File: src/hw/rtl/srsp_pkg.sv
// shared constants and types for the sensor record stream parser
// no dependencies; imported by srsp_id_match, sensor_record_stream_parser and the testbench files

package srsp_pkg;

   // parser phases
   localparam logic [2:0] PH_IDLE    = 3'd0;
   localparam logic [2:0] PH_NEWLEN  = 3'd1;
   localparam logic [2:0] PH_ID_HI   = 3'd2;
   localparam logic [2:0] PH_ID_LO   = 3'd3;
   localparam logic [2:0] PH_REC_LEN = 3'd4;
   localparam logic [2:0] PH_PAYLOAD = 3'd5;

   // csr register indexes
   localparam logic [2:0] REG_MESSAGE_ID  = 3'd0;
   localparam logic [2:0] REG_EULER_ID    = 3'd1;
   localparam logic [2:0] REG_ACCEL_ID    = 3'd2;
   localparam logic [2:0] REG_RATE_ID     = 3'd3;
   localparam logic [2:0] REG_POSITION_ID = 3'd4;

   localparam logic [7:0]  MESSAGE_ID_RST  = 8'd54;
   localparam logic [15:0] EULER_ID_RST    = 16'd8240;
   localparam logic [15:0] ACCEL_ID_RST    = 16'd16416;
   localparam logic [15:0] RATE_ID_RST     = 16'd32800;
   localparam logic [15:0] POSITION_ID_RST = 16'd20544;

   // matched record kind, quantity + 1, zero for no match
   localparam logic [2:0] KIND_NONE     = 3'd0;
   localparam logic [2:0] KIND_EULER    = 3'd1;
   localparam logic [2:0] KIND_ACCEL    = 3'd2;
   localparam logic [2:0] KIND_RATE     = 3'd3;
   localparam logic [2:0] KIND_POSITION = 3'd4;

   // quantity code of the latitude longitude pair
   localparam logic [1:0] QTY_LATLON = 2'd3;

   localparam logic [7:0] HEADER_BYTES = 8'd3;
   localparam logic [5:0] TRIPLE_WORDS = 6'd3;
   localparam logic [5:0] PAIR_WORDS   = 6'd2;

   typedef struct packed {
      logic [15:0] euler_id;
      logic [15:0] accel_id;
      logic [15:0] rate_id;
      logic [15:0] position_id;
   } id_regs_type;

   typedef struct packed {
      logic       hit;
      logic [2:0] kind;
   } match_type;

endpackage

File: src/hw/rtl/srsp_id_match.sv
// record id lookup against the four id registers, first match wins
// depends on srsp_pkg

module srsp_id_match (
   input  logic [15:0]          record_id,
   input  srsp_pkg::id_regs_type ids,
   output srsp_pkg::match_type  match
);
   import srsp_pkg::*;

   always_comb begin
      match.hit  = 1'b1;
      match.kind = KIND_NONE;
      if (record_id == ids.euler_id) begin
         match.kind = KIND_EULER;
      end else if (record_id == ids.accel_id) begin
         match.kind = KIND_ACCEL;
      end else if (record_id == ids.rate_id) begin
         match.kind = KIND_RATE;
      end else if (record_id == ids.position_id) begin
         match.kind = KIND_POSITION;
      end else begin
         match.hit = 1'b0;
      end
   end

endmodule

File: src/hw/rtl/sensor_record_stream_parser.sv
// top level of the sensor record stream parser: byte state machine, csr file, result register
// depends on srsp_pkg and srsp_id_match
//
//   channel | ports                                   | direction
//   req     | req_valid/ready, data_byte, start, len  | in, one packet byte per transaction
//   rsp     | rsp_valid/ready, quantity..record_last  | out, one float word per transaction
//   csr     | csr_write_en, csr_index, csr_wdata      | in, write only, no wait
//
// one byte per cycle while req_ready is high; a byte is taken in the same cycle its state update is computed
// a completed float word sits in the result register from the cycle after its last byte is taken
// req_ready drops only while a result is held and rsp_ready is low
// reset is synchronous and returns the parser to idle with default id registers

module sensor_record_stream_parser (
   input  logic        clock,
   input  logic        reset,
   input  logic        req_valid,
   output logic        req_ready,
   input  logic [7:0]  req_data_byte,
   input  logic        req_packet_start,
   input  logic [7:0]  req_packet_length,
   output logic        rsp_valid,
   input  logic        rsp_ready,
   output logic [1:0]  rsp_quantity,
   output logic [1:0]  rsp_component,
   output logic [31:0] rsp_value_bits,
   output logic        rsp_record_last,
   input  logic        csr_write_en,
   input  logic [2:0]  csr_index,
   input  logic [15:0] csr_wdata
);
   import srsp_pkg::*;

   logic [7:0]  message_id_ff;
   id_regs_type ids_ff;

   logic [2:0]  phase_ff, phase_in;
   logic [7:0]  bytes_left_ff, bytes_left_in;
   logic [15:0] record_id_ff, record_id_in;
   logic [7:0]  record_len_ff, record_len_in;
   logic [7:0]  record_pos_ff, record_pos_in;
   logic [23:0] word_bytes_ff, word_bytes_in;
   logic [2:0]  kind_ff, kind_in;

   logic        rsp_valid_ff, rsp_valid_in;
   logic [1:0]  quantity_ff, quantity_in;
   logic [1:0]  component_ff, component_in;
   logic [31:0] value_ff, value_in;
   logic        last_ff, last_in;

   logic        fire;
   logic        emit;
   match_type   match;
   logic [7:0]  bl_dec;
   logic [7:0]  bl_after;
   logic [7:0]  pos_inc;
   logic [31:0] word;
   logic [5:0]  comp;
   logic [5:0]  count;
   logic [5:0]  fit;
   logic [5:0]  last_comp;

   srsp_id_match u_match (
      .record_id (record_id_ff),
      .ids       (ids_ff),
      .match     (match)
   );

   assign req_ready = !rsp_valid_ff || rsp_ready;
   assign fire      = req_valid && req_ready;

   assign bl_dec    = bytes_left_ff - 8'd1;
   assign bl_after  = bl_dec - req_data_byte;
   assign pos_inc   = record_pos_ff + 8'd1;
   assign word      = {word_bytes_ff, req_data_byte};
   assign comp      = record_pos_ff[7:2];
   assign count     = (kind_ff == KIND_POSITION) ? PAIR_WORDS : TRIPLE_WORDS;
   assign fit       = record_len_ff[7:2];
   assign last_comp = (fit < count) ? fit : count;

   always_comb begin
      phase_in      = phase_ff;
      bytes_left_in = bytes_left_ff;
      record_id_in  = record_id_ff;
      record_len_in = record_len_ff;
      record_pos_in = record_pos_ff;
      word_bytes_in = word_bytes_ff;
      kind_in       = kind_ff;
      emit          = 1'b0;
      if (fire) begin
         if (req_packet_start) begin
            if (req_packet_length < 8'd2) begin
               phase_in = PH_IDLE;
            end else if (req_data_byte == message_id_ff) begin
               phase_in = PH_NEWLEN;
            end else if (req_packet_length < HEADER_BYTES) begin
               phase_in = PH_IDLE;
            end else begin
               record_id_in  = {req_data_byte, 8'h00};
               bytes_left_in = req_packet_length - 8'd1;
               phase_in      = PH_ID_LO;
            end
         end else begin
            unique case (phase_ff)
               PH_IDLE: begin
                  phase_in = PH_IDLE;
               end
               PH_NEWLEN: begin
                  if (req_data_byte < HEADER_BYTES) begin
                     phase_in = PH_IDLE;
                  end else begin
                     bytes_left_in = req_data_byte;
                     phase_in      = PH_ID_HI;
                  end
               end
               PH_ID_HI: begin
                  record_id_in  = {req_data_byte, 8'h00};
                  bytes_left_in = bl_dec;
                  phase_in      = PH_ID_LO;
               end
               PH_ID_LO: begin
                  record_id_in  = {record_id_ff[15:8], req_data_byte};
                  bytes_left_in = bl_dec;
                  phase_in      = PH_REC_LEN;
               end
               PH_REC_LEN: begin
                  bytes_left_in = bl_dec;
                  // a record longer than the rest of the packet ends parsing
                  if (req_data_byte > bl_dec) begin
                     phase_in = PH_IDLE;
                  end else begin
                     record_len_in = req_data_byte;
                     record_pos_in = 8'd0;
                     word_bytes_in = 24'd0;
                     kind_in       = match.hit ? match.kind : KIND_NONE;
                     bytes_left_in = bl_after;
                     if (req_data_byte == 8'd0) begin
                        phase_in = (bl_after < HEADER_BYTES) ? PH_IDLE : PH_ID_HI;
                     end else begin
                        phase_in = PH_PAYLOAD;
                     end
                  end
               end
               PH_PAYLOAD: begin
                  word_bytes_in = word[23:0];
                  emit = (kind_ff != KIND_NONE) && (record_pos_ff[1:0] == 2'b11)
                         && (comp < count);
                  record_pos_in = pos_inc;
                  if (pos_inc >= record_len_ff) begin
                     phase_in = (bytes_left_ff < HEADER_BYTES) ? PH_IDLE : PH_ID_HI;
                  end
               end
               default: begin
                  phase_in = PH_IDLE;
               end
            endcase
         end
      end
   end

   always_comb begin
      rsp_valid_in = fire ? emit : (rsp_valid_ff && !rsp_ready);
      quantity_in  = kind_ff[1:0] - 2'd1;
      component_in = comp[1:0];
      value_in     = word;
      last_in      = (comp + 6'd1) == last_comp;
   end

   always_ff @(posedge clock) begin
      if (reset) begin
         message_id_ff      <= MESSAGE_ID_RST;
         ids_ff.euler_id    <= EULER_ID_RST;
         ids_ff.accel_id    <= ACCEL_ID_RST;
         ids_ff.rate_id     <= RATE_ID_RST;
         ids_ff.position_id <= POSITION_ID_RST;
      end else if (csr_write_en) begin
         unique case (csr_index)
            REG_MESSAGE_ID:  message_id_ff      <= csr_wdata[7:0];
            REG_EULER_ID:    ids_ff.euler_id    <= csr_wdata;
            REG_ACCEL_ID:    ids_ff.accel_id    <= csr_wdata;
            REG_RATE_ID:     ids_ff.rate_id     <= csr_wdata;
            REG_POSITION_ID: ids_ff.position_id <= csr_wdata;
            default: begin
            end
         endcase
      end
   end

   always_ff @(posedge clock) begin
      if (reset) begin
         phase_ff      <= PH_IDLE;
         bytes_left_ff <= 8'd0;
         record_id_ff  <= 16'd0;
         record_len_ff <= 8'd0;
         record_pos_ff <= 8'd0;
         word_bytes_ff <= 24'd0;
         kind_ff       <= KIND_NONE;
         rsp_valid_ff  <= 1'b0;
      end else begin
         phase_ff      <= phase_in;
         bytes_left_ff <= bytes_left_in;
         record_id_ff  <= record_id_in;
         record_len_ff <= record_len_in;
         record_pos_ff <= record_pos_in;
         word_bytes_ff <= word_bytes_in;
         kind_ff       <= kind_in;
         rsp_valid_ff  <= rsp_valid_in;
      end
   end

   // result payload, loaded only with a new word
   always_ff @(posedge clock) begin
      if (fire && emit) begin
         quantity_ff  <= quantity_in;
         component_ff <= component_in;
         value_ff     <= value_in;
         last_ff      <= last_in;
      end
   end

   assign rsp_valid       = rsp_valid_ff;
   assign rsp_quantity    = quantity_ff;
   assign rsp_component   = component_ff;
   assign rsp_value_bits  = value_ff;
   assign rsp_record_last = last_ff;

   // component index stays within the record's word count
   assert property (@(posedge clock) disable iff (reset)
      rsp_valid_ff |-> (component_ff <= 2'd2))
      else $error("component index out of range");

   assert property (@(posedge clock) disable iff (reset)
      rsp_valid_ff && (quantity_ff == QTY_LATLON) |-> (component_ff <= 2'd1))
      else $error("latlon record gave a third component");

   // only payload bytes can produce a word
   assert property (@(posedge clock) disable iff (reset)
      fire && (req_packet_start || (phase_ff != PH_PAYLOAD)) |=> !rsp_valid_ff)
      else $error("result from a header byte");

   // stray bytes while idle leave the parser idle
   assert property (@(posedge clock) disable iff (reset)
      fire && !req_packet_start && (phase_ff == PH_IDLE) |=> (phase_ff == PH_IDLE))
      else $error("stray byte left idle");

endmodule

File: config.mk
export PLATFORM = sky130hd
export DESIGN_NAME = sensor_record_stream_parser
export DESIGN_NICKNAME = d
export VERILOG_FILES = /design/src/hw/rtl/srsp_pkg.sv /design/src/hw/rtl/srsp_id_match.sv /design/src/hw/rtl/sensor_record_stream_parser.sv
export SDC_FILE = /design/constraint.sdc
export NUM_CORES = 1
export LEC_CHECK = 0
export ABC_CLOCK_PERIOD_IN_PS = 3300
export BUFFER_PORTS_ARGS = -buffer_cell sky130_fd_sc_hd__buf_2
export CAP_MARGIN = 10
export CORE_ASPECT_RATIO = 1.4
export CORE_MARGIN = 3
export CORE_UTILIZATION = 35
export DETAILED_ROUTE_END_ITERATION = 10
export GPL_TIMING_DRIVEN = 0
export HOLD_SLACK_MARGIN = 0.12
export PLACE_DENSITY_LB_ADDON = 0.15
export SKIP_LAST_GASP = 1
export SLEW_MARGIN = 40
export SYNTH_ARGS = -nofsm -noshare
export SYNTH_HDL_FRONTEND = slang
export SYNTH_HIERARCHICAL = 1
export SYNTH_SLANG_ARGS = --single-unit
File: constraint.sdc
create_clock -name clock -period 3.3 [get_ports clock]
set_input_delay 0.495 -clock clock [delete_from_list [all_inputs] [get_ports clock]]
set_output_delay 0.495 -clock clock [all_outputs]
set_load 0.05 [all_outputs]
==> report_table.html <==
<table>
<tr><th>Metric</th><th>Value</th></tr>
<tr><th colspan="2">Floorplanning</th></tr>
<tr><td>Rows</td><td>67</td></tr>
<tr><td>Floorplan die area</td><td>0.0266 mm2</td></tr>
<tr><td>Number of top-level design ports</td><td>80</td></tr>
<tr><td>Die X-Extent</td><td>139 um</td></tr>
<tr><td>Starting Density</td><td>35.7%</td></tr>
<tr><td>Core region area</td><td>0.0241 mm2</td></tr>
<tr><td>Y dimension of the die</td><td>192 um</td></tr>
<tr><th colspan="2">Power</th></tr>
<tr><td>Sum of internal, switching and leakage power</td><td>5.09 mW</td></tr>
<tr><td>Largest voltage drop on the vdd net</td><td>373 uV</td></tr>
<tr><td>Lkg Pwr</td><td>4.08 nW</td></tr>
<tr><td>Pwr Density</td><td>502 mW/mm2</td></tr>
<tr><th colspan="2">Routing</th></tr>
<tr><td>Violation count after the first detailed-routing iteration</td><td>329</td></tr>
<tr><td>Remaining number of nets flagged by the antenna check after routing</td><td>0</td></tr>
<tr><td>Vias per std cell</td><td>5.08</td></tr>
<tr><td>Routed via count</td><td>7285</td></tr>
<tr><td>First-pass detailed-route iteration total</td><td>5</td></tr>
<tr><td>Average wire per standard cell</td><td>17.1 um</td></tr>
<tr><td>Total length of routed wires</td><td>24500 um</td></tr>
<tr><td>Number of design rule violations left after detail routing</td><td>0</td></tr>
<tr><th colspan="2">Cells and area</th></tr>
<tr><td>Post-layout utilization of the core</td><td>42.0%</td></tr>
<tr><td>Number of nets in the final layout</td><td>1178</td></tr>
<tr><td>Area taken by multi-input logic gates</td><td>0.00440 mm2</td></tr>
<tr><td>Ratio of cells with drive above 1 in the final layout</td><td>12.6%</td></tr>
<tr><td>Total inserted antenna cells</td><td>0</td></tr>
<tr><td>Register area</td><td>0.00398 mm2</td></tr>
<tr><td>Total of fill cells in the finished design</td><td>2485</td></tr>
<tr><td>Layout overhead on the synthesized area</td><td>17.4%</td></tr>
<tr><th colspan="2">Clock tree</th></tr>
<tr><td>Clk_lat worst skew</td><td>0.44 ns</td></tr>
<tr><td>Clock transition at the register clock pins on the worst setup and hold paths after CTS</td><td>0.07 ns</td></tr>
<tr><td>Clock tree from TritonCTS</td><td>done</td></tr>
<tr><td>Clock tree root buffer cell</td><td>sky130_fd_sc_hd__clkbuf_16</td></tr>
<tr><td>Sinks on the clock net</td><td>180</td></tr>
<tr><td>Hold-fix buffers, CTS</td><td>0</td></tr>
<tr><td>Number of buffers added by the clock tree synthesis step</td><td>17</td></tr>
<tr><td>Maximum clock insertion buffer count</td><td>2</td></tr>
<tr><td>Maximum level of the CTS H-tree</td><td>4</td></tr>
<tr><th colspan="2">Setup path</th></tr>
<tr><td>Crit path kind</td><td>register to register</td></tr>
<tr><td>Maximum fanout along the worst path</td><td>10</td></tr>
<tr><td>Ordered list of cells on the worst path</td><td>nor4_4 &gt; nor2b_2 &gt; nand3_1 &gt; xor2_1 &gt; inv_1 &gt; ha_1 &gt; or4_1 &gt; o21a_2 &gt; o211ai_4 &gt; buf_4 &gt; nand2_1 &gt; a21oi_1</td></tr>
<tr><td>Kind of start point of the critical path</td><td>register</td></tr>
<tr><td>Category of the worst setup path capture point</td><td>register</td></tr>
<tr><td>Arr. time, crit path</td><td>3.49 ns</td></tr>
<tr><td>Total buffers and inverters traversed by the critical path</td><td>2</td></tr>
<tr><td>Internal reg-to-reg setup slack</td><td>0.16 ns</td></tr>
<tr><td>Worst path required time</td><td>3.65 ns</td></tr>
<tr><td>Largest delay share family, worst path</td><td>simple AND/OR/NAND/NOR gates</td></tr>
<tr><td>Highest cell delay on the worst timing path</td><td>0.45 ns</td></tr>
<tr><td>Worst-path cell with the longest stage delay</td><td>sky130_fd_sc_hd__or4_1</td></tr>
<tr><th colspan="2">STA</th></tr>
<tr><td>Minimum period implied by the final worst setup slack</td><td>3.14 ns</td></tr>
<tr><td>Worst slew margin relative to its limit</td><td>46.0%</td></tr>
<tr><td>Max-slew violation count</td><td>0</td></tr>
<tr><td>Max Freq</td><td>0.318 GHz</td></tr>
<tr><td>Final worst path period share</td><td>95.2%</td></tr>
<tr><td>Unrepaired setup endpoints after global routing</td><td>true</td></tr>
<tr><td>Actual slew at the worst max-slew pin</td><td>0.810 ns</td></tr>
<tr><td>Final number of setup-violating endpoints</td><td>0</td></tr>
<tr><td>Layout Skew</td><td>0.00756 ns</td></tr>
<tr><td>Number of hold-slack violations in the final timing report</td><td>0</td></tr>
<tr><th colspan="2">Yosys</th></tr>
<tr><td>Number of enable flip-flop cells after synthesis</td><td>37</td></tr>
<tr><td>Synth area leaders</td><td>sky130_fd_sc_hd__dfxtp_1 (33%), sky130_fd_sc_hd__edfxtp_1 (13%), sky130_fd_sc_hd__nand2_1 (9.0%), sky130_fd_sc_hd__xor2_1 (8.3%), sky130_fd_sc_hd__a21oi_1 (7.3%)</td></tr>
<tr><td>Netlist Area Pre-Place</td><td>0.00863 mm2</td></tr>
<tr><td>Number of instances in the synthesized netlist</td><td>1011</td></tr>
<tr><td>Async SR Flop Fraction</td><td>0%</td></tr>
<tr><td>Share of the synthesized area in the top cell type</td><td>33.2%</td></tr>
<tr><td>Leading cell type by number of instances after synthesis</td><td>sky130_fd_sc_hd__nand2_1</td></tr>
<tr><td>Synthesis warning total</td><td>6</td></tr>
<tr><td>Cell taking the most area after synthesis</td><td>sky130_fd_sc_hd__dfxtp_1</td></tr>
<tr><td>Library cells used by synthesis</td><td>58</td></tr>
<tr><td>Leading cell types by count after synthesis</td><td>sky130_fd_sc_hd__nand2_1 (208), sky130_fd_sc_hd__dfxtp_1 (143), sky130_fd_sc_hd__a21oi_1 (126), sky130_fd_sc_hd__xor2_1 (82), sky130_fd_sc_hd__nand3_1 (60)</td></tr>
<tr><td>Flop and latch count out of synthesis</td><td>180</td></tr>
<tr><td>Net count after synthesis</td><td>1077</td></tr>
<tr><td>Sequential element share of the synthesized area</td><td>46.0%</td></tr>
<tr><td>Mean Syn Cell Area</td><td>8.54 um2</td></tr>
<tr><td>Main synth FF type</td><td>sky130_fd_sc_hd__dfxtp_1</td></tr>
<tr><th colspan="2">Place</th></tr>
<tr><td>Count of port buffers added during placement</td><td>79</td></tr>
<tr><td>Placed wire-length estimate</td><td>18500 um</td></tr>
<tr><td>Routability-driven placement congestion ratio</td><td>0.875</td></tr>
<tr><th colspan="2">GRT</th></tr>
<tr><td>Total global routing track utilization</td><td>18.3%</td></tr>
<tr><td>Pin count of the biggest net entering global routing</td><td>22</td></tr>
<tr><td>Initial antenna violation count</td><td>0</td></tr>
<tr><td>Wire length of the first global-routing pass</td><td>38400 um</td></tr>
<tr><td>Via count of the first global-routing pass</td><td>7149</td></tr>
<tr><td>Remaining global-route overflow</td><td>0</td></tr>
<tr><th colspan="2">Worst hold path</th></tr>
<tr><td>Type of the worst min-delay path</td><td>input pin to register</td></tr>
<tr><th colspan="2">Status</th></tr>
<tr><td>Outcome</td><td>completed</td></tr>
<tr><th colspan="2">Run</th></tr>
<tr><td>Max Cap Violations</td><td>0</td></tr>
</table>
worst reg2reg max path, cell delays in order, from the launching register on:
cell and delay, ns:
sky130_fd_sc_hd__dfxtp_1 0.38, sky130_fd_sc_hd__nor4_4 0.32, sky130_fd_sc_hd__nor2b_2 0.24, sky130_fd_sc_hd__nand3_1 0.12, sky130_fd_sc_hd__xor2_1 0.23, sky130_fd_sc_hd__inv_1 0.07
sky130_fd_sc_hd__ha_1 0.20, sky130_fd_sc_hd__or4_1 0.45, sky130_fd_sc_hd__o21a_2 0.28, sky130_fd_sc_hd__o211ai_4 0.33, sky130_fd_sc_hd__buf_4 0.24, sky130_fd_sc_hd__nand2_1 0.07
sky130_fd_sc_hd__a21oi_1 0.13
area by class of cell:
cell class,count,share of cell area (%)
Inverter,34,1.26
Tap cell,310,3.83
Buffer,51,2.16
Sequential cell,180,39.2
Clock buffer,18,4.23
Clock inverter,13,1.70
Timing Repair Buffer,82,4.20
Multi-Input combinational cell,746,43.4
metrics by stage:
| stage | worst slack, ns | setup TNS, ns | cells | hold slack, ns | instance area [um2] |
|---|---|---|---|---|---|
| 3_3_place_gp | -0.288 | -17.26 | 1400 | 0.416 | 9420 |
| 6_report | 0.159 | 0 | 1434 | 0.252 | 10100 |
| 3_5_place_dp | -0.279 | -7.83 | 1401 | 0.420 | 9440 |
| 5_1_grt | -0.0217 | -0.0392 | 1434 | 0.241 | 10100 |
| 2_1_floorplan | 0.220 | 0 | 1011 | 0.408 | 8630 |
| 4_1_cts | 0.0170 | 0 | 1433 | 0.238 | 10100 |
logic make-up (layout without fill, tap and decap cells):
family,count (synthesis),in the layout,synth area share (%)
DFF,180,180,46.0
adders and majority gates,25,25,3.71
AOI/OAI and AO/OA,207,207,14.1
buffers and inverters,85,198,3.78
xor gates and xnor gates,93,93,9.44
and+or+nand+nor,420,420,22.8
muxes,1,1,0.130
path summary, 6_finish.rpt:
| path | start | to | cells past startpoint |
|---|---|---|---|
| setup / recovery | bytes_left_ff[2] | word_bytes_ff[5] | 12 |
| setup reg to reg | bytes_left_ff[2] | word_bytes_ff[5] | 12 |
| hold reg to reg | word_bytes_ff[18] | rsp_value_bits[26] | 0 |
| hold / removal | req_data_byte[3] | rsp_value_bits[3] | 1 |
layer usage:
layer | track usage, % | routed length [um]
met5 | 0 | 0
met4 | 6.17 | 590
met3 | 2.69 | 761
met2 | 35.8 | 13300
met1 | 20.1 | 9800
power by group:
group,switching (mW),internal [mW],total (mW)
registers,0.0440,2.27,2.32
clock network,0.914,1.20,2.12
logic,0.410,0.241,0.652
layout by cell type, fill, tap and decap left out, types with 4 or more instances in the layout:
master,n
sky130_fd_sc_hd__buf_2,82
sky130_fd_sc_hd__o21ai_0,31
sky130_fd_sc_hd__a21o_1,4
sky130_fd_sc_hd__nand2b_1,23
sky130_fd_sc_hd__inv_1,33
sky130_fd_sc_hd__clkbuf_16,17
sky130_fd_sc_hd__a32o_1,9
sky130_fd_sc_hd__xnor2_1,11
sky130_fd_sc_hd__nand4_1,8
sky130_fd_sc_hd__nor4_1,20
sky130_fd_sc_hd__nor2b_1,5
sky130_fd_sc_hd__and3_1,6
sky130_fd_sc_hd__buf_1,5
sky130_fd_sc_hd__nand2_1,208
sky130_fd_sc_hd__nor2_1,41
sky130_fd_sc_hd__a21oi_1,125
sky130_fd_sc_hd__edfxtp_1,37
sky130_fd_sc_hd__clkbuf_1,38
sky130_fd_sc_hd__nor3_1,10
sky130_fd_sc_hd__nand3_1,59
sky130_fd_sc_hd__nand3b_1,16
sky130_fd_sc_hd__dfxtp_1,142
sky130_fd_sc_hd__o211ai_1,4
sky130_fd_sc_hd__buf_4,4
sky130_fd_sc_hd__ha_1,24
sky130_fd_sc_hd__o221ai_1,6
sky130_fd_sc_hd__xor2_1,82
what timing repair did:
| item | 4_1_cts | 5_1_grt |
|---|---|---|
| buffers inserted | 1 | 1 |
| pin swaps | 1 | 1 |
| setup endpoints to repair | 42 | 52 |
| gates resized for setup | 4 | 24 |
registers in the layout, indices dropped and copies added, names as in the netlist, 2 cells and up:
signal          flops
ids_ff             64
rsp_value_bits     32
word_bytes_ff      24
record_id_ff       16
bytes_left_ff       8
message_id_ff       8
record_len_ff       8
record_pos_ff       8
kind_ff             3
phase_ff            3
rsp_component       2
rsp_quantity        2
(Power assumes the default switching activity.)
